File: config.mk
export PLATFORM = sky130hd
export DESIGN_NAME = trk_cordic
export DESIGN_NICKNAME = d
export VERILOG_FILES = /design/src/rtl/tricycle_kinematic_rates_defines.svh /design/src/rtl/trk_pkg.sv /design/src/rtl/trk_cordic.sv
export SDC_FILE = /design/constraint.sdc
export NUM_CORES = 2
export LEC_CHECK = 0
export BUFFER_PORTS_ARGS = -buffer_cell sky130_fd_sc_hd__buf_4
export CORE_UTILIZATION = 60
export DETAILED_ROUTE_END_ITERATION = 10
export GPL_ROUTABILITY_DRIVEN = 0
export PLACE_DENSITY = 0.86
export SLEW_MARGIN = 20
export SYNTH_ARGS = -nofsm -noshare
export SYNTH_HDL_FRONTEND = slang
export SYNTH_SLANG_ARGS = --single-unit
File: constraint.sdc
create_clock -name clock -period 5.3 [get_ports clock]
set_input_delay 0.795 -clock clock [delete_from_list [all_inputs] [get_ports clock]]
set_output_delay 0.795 -clock clock [all_outputs]
set_load 0.1 [all_outputs]
File: src/rtl/tricycle_kinematic_rates_defines.svh
// Assertion macros for the tricycle kinematic rate block.
// Included by the top level; no other dependencies.
`ifndef TRICYCLE_KINEMATIC_RATES_DEFINES_SVH
`define TRICYCLE_KINEMATIC_RATES_DEFINES_SVH
`ifndef NO_ASSERTIONS
`define ASSERT_IMPLIES(lbl, clk, rst, ante, cons) \
   lbl: assert property (@(posedge clk) disable iff (rst) (ante) |-> cons) \
      else $error("assertion failed");
`define ASSERT_NEXT(lbl, clk, ante, cons) \
   lbl: assert property (@(posedge clk) (ante) |=> (cons)) \
      else $error("assertion failed");
`else
`define ASSERT_IMPLIES(lbl, clk, rst, ante, cons)
`define ASSERT_NEXT(lbl, clk, ante, cons)
`endif
`endif

File: src/rtl/trk_pkg.sv
// Shared types, constants and the arctangent table for the tricycle rate block.
// No dependencies.
package trk_pkg;

   localparam int ANGLE_BITS  = 16;
   localparam int DATA_BITS   = 16;
   localparam int WB_BITS     = 16;
   localparam int PHASE_BITS  = 32;
   localparam int CORDIC_BITS = 32;
   localparam int WB_FRAC     = 12;

   localparam logic [WB_BITS-1:0] IWB_RESET = 16'd4096;
   localparam logic signed [CORDIC_BITS-1:0] CORDIC_INV_GAIN = 32'sd652032874;

   localparam logic [1:0] QUAD_FIRST  = 2'd0;
   localparam logic [1:0] QUAD_SECOND = 2'd1;
   localparam logic [1:0] QUAD_THIRD  = 2'd2;
   localparam logic [1:0] QUAD_FOURTH = 2'd3;

   typedef struct packed {
      logic signed [ANGLE_BITS-1:0] heading_angle;
      logic signed [ANGLE_BITS-1:0] steer_angle;
      logic signed [DATA_BITS-1:0]  drive_speed;
      logic signed [DATA_BITS-1:0]  steer_rate_in;
   } trk_req_type;

   typedef struct packed {
      logic signed [DATA_BITS-1:0] x_rate;
      logic signed [DATA_BITS-1:0] y_rate;
      logic signed [DATA_BITS-1:0] heading_rate;
      logic signed [DATA_BITS-1:0] steer_rate_out;
      logic                        saturated;
   } trk_rsp_type;

   // atan(2^-i) as a fraction of a full turn, 2^32 per turn
   function automatic logic [PHASE_BITS-1:0] atan_entry(input logic [4:0] idx);
      logic [PHASE_BITS-1:0] r;
      case (idx)
         5'd0:  r = 32'h20000000;
         5'd1:  r = 32'h12E4051E;
         5'd2:  r = 32'h09FB385B;
         5'd3:  r = 32'h051111D4;
         5'd4:  r = 32'h028B0D43;
         5'd5:  r = 32'h0145D7E1;
         5'd6:  r = 32'h00A2F61E;
         5'd7:  r = 32'h00517C55;
         5'd8:  r = 32'h0028BE53;
         5'd9:  r = 32'h00145F2F;
         5'd10: r = 32'h000A2F98;
         5'd11: r = 32'h000517CC;
         5'd12: r = 32'h00028BE6;
         5'd13: r = 32'h000145F3;
         5'd14: r = 32'h0000A2FA;
         5'd15: r = 32'h0000517D;
         5'd16: r = 32'h000028BE;
         5'd17: r = 32'h0000145F;
         5'd18: r = 32'h00000A30;
         5'd19: r = 32'h00000518;
         5'd20: r = 32'h0000028C;
         5'd21: r = 32'h00000146;
         5'd22: r = 32'h000000A3;
         5'd23: r = 32'h00000051;
         5'd24: r = 32'h00000029;
         5'd25: r = 32'h00000014;
         5'd26: r = 32'h0000000A;
         5'd27: r = 32'h00000005;
         5'd28: r = 32'h00000003;
         5'd29: r = 32'h00000001;
         default: r = '0;
      endcase
      return r;
   endfunction

endpackage

File: src/rtl/trk_cordic.sv
// Pipelined rotation CORDIC: one register stage per iteration, then quadrant fold.
// Depends on trk_pkg.
module trk_cordic #(
   parameter int TRIG_STAGES = 14
) (
   input  logic                                    clock,
   input  logic signed [trk_pkg::ANGLE_BITS-1:0]   angle,
   output logic signed [trk_pkg::CORDIC_BITS-1:0]  cos_out,
   output logic signed [trk_pkg::CORDIC_BITS-1:0]  sin_out
);
   import trk_pkg::*;

   logic [PHASE_BITS-1:0]         phase;
   logic signed [CORDIC_BITS-1:0] x_ff [TRIG_STAGES];
   logic signed [CORDIC_BITS-1:0] y_ff [TRIG_STAGES];
   logic [PHASE_BITS-1:0]         z_ff [TRIG_STAGES];
   logic [1:0]                    quad_ff [TRIG_STAGES];
   logic signed [CORDIC_BITS-1:0] cos_ff, sin_ff;
   logic signed [CORDIC_BITS-1:0] cos_in, sin_in;

   assign phase = {angle, {(PHASE_BITS-ANGLE_BITS){1'b0}}};

   for (genvar i = 0; i < TRIG_STAGES; i++) begin : g_stage
      logic signed [CORDIC_BITS-1:0] x_src, y_src, dx, dy;
      logic [PHASE_BITS-1:0]         z_src;
      logic [1:0]                    q_src;
      if (i == 0) begin : g_first
         assign x_src = CORDIC_INV_GAIN;
         assign y_src = '0;
         assign z_src = {2'b00, phase[PHASE_BITS-3:0]};
         assign q_src = phase[PHASE_BITS-1:PHASE_BITS-2];
      end else begin : g_next
         assign x_src = x_ff[i-1];
         assign y_src = y_ff[i-1];
         assign z_src = z_ff[i-1];
         assign q_src = quad_ff[i-1];
      end
      assign dx = y_src >>> i;
      assign dy = x_src >>> i;
      always_ff @(posedge clock) begin
         if (!z_src[PHASE_BITS-1]) begin
            x_ff[i] <= x_src - dx;
            y_ff[i] <= y_src + dy;
            z_ff[i] <= z_src - atan_entry(5'(i));
         end else begin
            x_ff[i] <= x_src + dx;
            y_ff[i] <= y_src - dy;
            z_ff[i] <= z_src + atan_entry(5'(i));
         end
         quad_ff[i] <= q_src;
      end
   end

   always_comb begin
      unique case (quad_ff[TRIG_STAGES-1])
         QUAD_FIRST: begin
            cos_in = x_ff[TRIG_STAGES-1];
            sin_in = y_ff[TRIG_STAGES-1];
         end
         QUAD_SECOND: begin
            cos_in = -y_ff[TRIG_STAGES-1];
            sin_in = x_ff[TRIG_STAGES-1];
         end
         QUAD_THIRD: begin
            cos_in = -x_ff[TRIG_STAGES-1];
            sin_in = -y_ff[TRIG_STAGES-1];
         end
         QUAD_FOURTH: begin
            cos_in = y_ff[TRIG_STAGES-1];
            sin_in = -x_ff[TRIG_STAGES-1];
         end
      endcase
   end

   always_ff @(posedge clock) begin
      cos_ff <= cos_in;
      sin_ff <= sin_in;
   end

   assign cos_out = cos_ff;
   assign sin_out = sin_ff;

endmodule

==> results.sh <==
export IMPL_grt_pass1_vias=75452
export IMPL_reg2reg_slack_ps=240
export IMPL_run_status="finished clean"
export IMPL_route_antenna_remaining_nets=0
export IMPL_tritoncts_num_buffers=132
export IMPL_asyncSetResetFlopFracSynth_pct=0
export IMPL_tritoncts="yes"
export IMPL_ys_seq_area_share_pct=27.43
export IMPL_die_width_um=384.2
export IMPL_clockBufferDepth=3
export IMPL_final_nets=11600
export IMPL_critical_path_endpoint_type="register"
export IMPL_synthesis_yosys_warnings=0
export IMPL_critical_path_top_delay_family="compound AO/OA/AOI/OAI gates"
export IMPL_post_synth_cell_area_avg_um2=8.449
export IMPL_critical_path_class="register to register"
export IMPL_hold_ws_ps=85.93
export IMPL_grt_start_max_net_pins=125
export IMPL_timing_final_crit_share_pct=95.55
export IMPL_clock_fmax_mhz=197.5
export IMPL_post_synth_main_area_contributors="dfxtp_1 (27%), ha_1 (16%), xnor2_1 (9.5%)"
export IMPL_cp_depth=18
export IMPL_path_cells="or4_1, or3_1, nor4_1, nor2_1, xor2_1, ha_1, nand3_1, a21oi_1, nand2_1, o211ai_1, a31oi_1, o31a_1, o21a_1, o311ai_0, a2111oi_0, buf_4, o31ai_1, xnor2_1"
export IMPL_global_route_usage_total_pct=29.91
export IMPL_core_area_um2=144400
export IMPL_io_pins=81
export IMPL_initial_core_util_pct=60.71
export IMPL_period_needed_ps=5064
export IMPL_fin_worst_skew_ps=53.30
export IMPL_ctsRootBufferMaster="clkbuf_16"
export IMPL_grt_first_pass_wirelength_mm=370.1
export IMPL_ys_dominant_reg_cell="dfxtp_1"
export IMPL_reg2reg_depth=18
export IMPL_synth_cells=10372
export IMPL_detailroute_via_count=77632
export IMPL_totalWireLength_mm=228.3
export IMPL_yosysMostFrequentCell="dfxtp_1"
export IMPL_slowest_stage="or4_1"
export IMPL_fp_dieH_um=384.2
export IMPL_die_area_um2=147600
export IMPL_max_slew_worst_pin_slew_ps=1103
export IMPL_final_cell_area_um2=94920
export IMPL_grt_antenna_before_repair=1
export IMPL_detail_route_vias_per_cell=6.250
export IMPL_synthTopCellsByCount="dfxtp_1 (1201), a21oi_1 (1155), ha_1 (1142)"
export IMPL_detail_route_iter0_violations=6190
export IMPL_max_slew_margin_pct=26.49
export IMPL_min_delay_path_depth=1
export IMPL_number_of_flops_mapped_to_enable_cells_by_yosys=0
export IMPL_synth_fp_nets=11562
export IMPL_endpoint_arrival_time_on_the_critical_path_ps=5810
export IMPL_detailedRoute_firstPassIterationCount=8
export IMPL_synthDominantCellAreaShare_pct=27.43
export IMPL_met3_usage_grt_pct=4.798
export IMPL_grt_busiest_layer="met2"
export IMPL_synth_top_area_cell="dfxtp_1"
export IMPL_critical_path_peak_fanout=4
export IMPL_start_kind="register"
export IMPL_clock_sinks=1201
export IMPL_hold_path_startpoint="angle[9]"
export IMPL_timing_max_cap_violations=0
export IMPL_clk_latency_worst_skew_pair_ps=830
export IMPL_tns_ps=0
export IMPL_cts_htree_levels=4
export IMPL_detailed_place_area_um2=90130
export IMPL_timing_hold_violations_final=0
export IMPL_grt_overflow_total=0
export IMPL_regToRegStartpoint="y_ff[0][72]"
export IMPL_final_max_slew_violation_count=0
export IMPL_flow_area_growth_from_synthesis_pct=8.315
export IMPL_drc=0
export IMPL_antenna_cells_inserted=0
export IMPL_io_buffer_count=80
export IMPL_hold_path_class="primary input to register"
export IMPL_grt_use_met1_pct=33.52
export IMPL_setup_repair_after_global_routing_missed_its_margin="false"
export IMPL_post_route_cells_drive_above_1_share_pct=4.573
export IMPL_routed_wire_length_per_instance_um=18.37
export IMPL_delay_contributed_by_the_slowest_stage_of_the_critical_path_ps=590
export IMPL_timing_final_setup_violations=0
export IMPL_setup_worst_path_start="y_ff[0][72]"
export IMPL_yosys_register_bits=1201
export IMPL_cp_num_buf_inv=1
export IMPL_cp_data_required_time_ps=6050
export IMPL_fp_row_count=139
export IMPL_ys_types=87
export IMPL_post_dp_hpwl_mm=175.0
export IMPL_synthesis_area_um2=87640
export IMPL_cts_reportedPaths_clkPinSlew_ps=60
export IMPL_grt_met2_usage_pct=52.31
==> final timing paths <==
path | end
setup reg to reg | x_ff[0][127]
hold / removal | z_ff[0][25]
setup / recovery | x_ff[0][127]
hold reg to reg | quad_ff[0][10]
==> flip-flops by register name, summed over array words and instances (netlist names) <==
register and cells:
cos_out 32, z_ff 341, y_ff 385, x_ff 383, sin_out 32, quad_ff 28
==> through the flow <==
stage / utilization, % / instances / setup WS [ps]
6_report: 65.76 / 12422 / 235.9
5_1_grt: 65.76 / 12422 / 1.816
4_1_cts: 65.74 / 12422 / 277.7
3_5_place_dp: 62.44 / 12179 / 321.4
3_3_place_gp: 62.44 / 12179 / 568.3
2_1_floorplan: - / 10372 / 648.2
==> cells in the final DEF, fill, tap and decap left out, drive strengths merged, types with 22 or more instances in the layout <==
cell and count:
a211o 24, a211oi 86, a21boi 32, a21o 501, a21oi 1155, a221oi 23
a31o 22, a31oi 123, and2 67, and3 78, buf 122, clkbuf 191
clkinv 26, dfxtp 1201, fa 31, ha 1142, inv 405, mux2 36
mux2i 45, nand2 555, nand2b 189, nand3 150, nand4 101, nor2 875
nor2b 154, nor3 247, nor3b 37, nor4 57, o211ai 27, o21a 134
o21ai 538, o21bai 147, o31ai 68, o41ai 26, or2 39, or3 77
or4 30, xnor2 950, xor2 534
==> per-layer routing <==
metal	up-vias	share of wire, %
met2	3254	47
met3	1029	6.6
met1	36150	39
met5	-	0.0057
li1	37197	-
met4	2	7.0
==> timing repair <==
item                                    in CTS  in global routing
hold buffers                                 0                  0
endpoints found under the setup margin       0                  3
buffers inserted                             0                  0
resized for setup                            0                  5
==> logic make-up after synthesis <==
group | Yosys count | synth area share [%]
compound gates | 3095 | 22.00
mux | 83 | 1.028
simple gates | 2718 | 15.04
flops | 1201 | 27.43
xor+xnor | 1484 | 14.83
buf+inv | 618 | 2.653
fa+ha+maj | 1173 | 17.01
==> final cells by class <==
class | count | area [um^2]
multi-input combinational | 8553 | 61290
fill | 10922 | 49430
sequential | 1201 | 24060
clock buffer | 191 | 3876
tap | 1903 | 2381
inverter | 400 | 1501
timing repair buffer | 122 | 915.9
clock inverter | 52 | 895.9
Power is not shown: default switching activity piles up to over one toggle a cycle in this logic, so the estimate is an artifact.
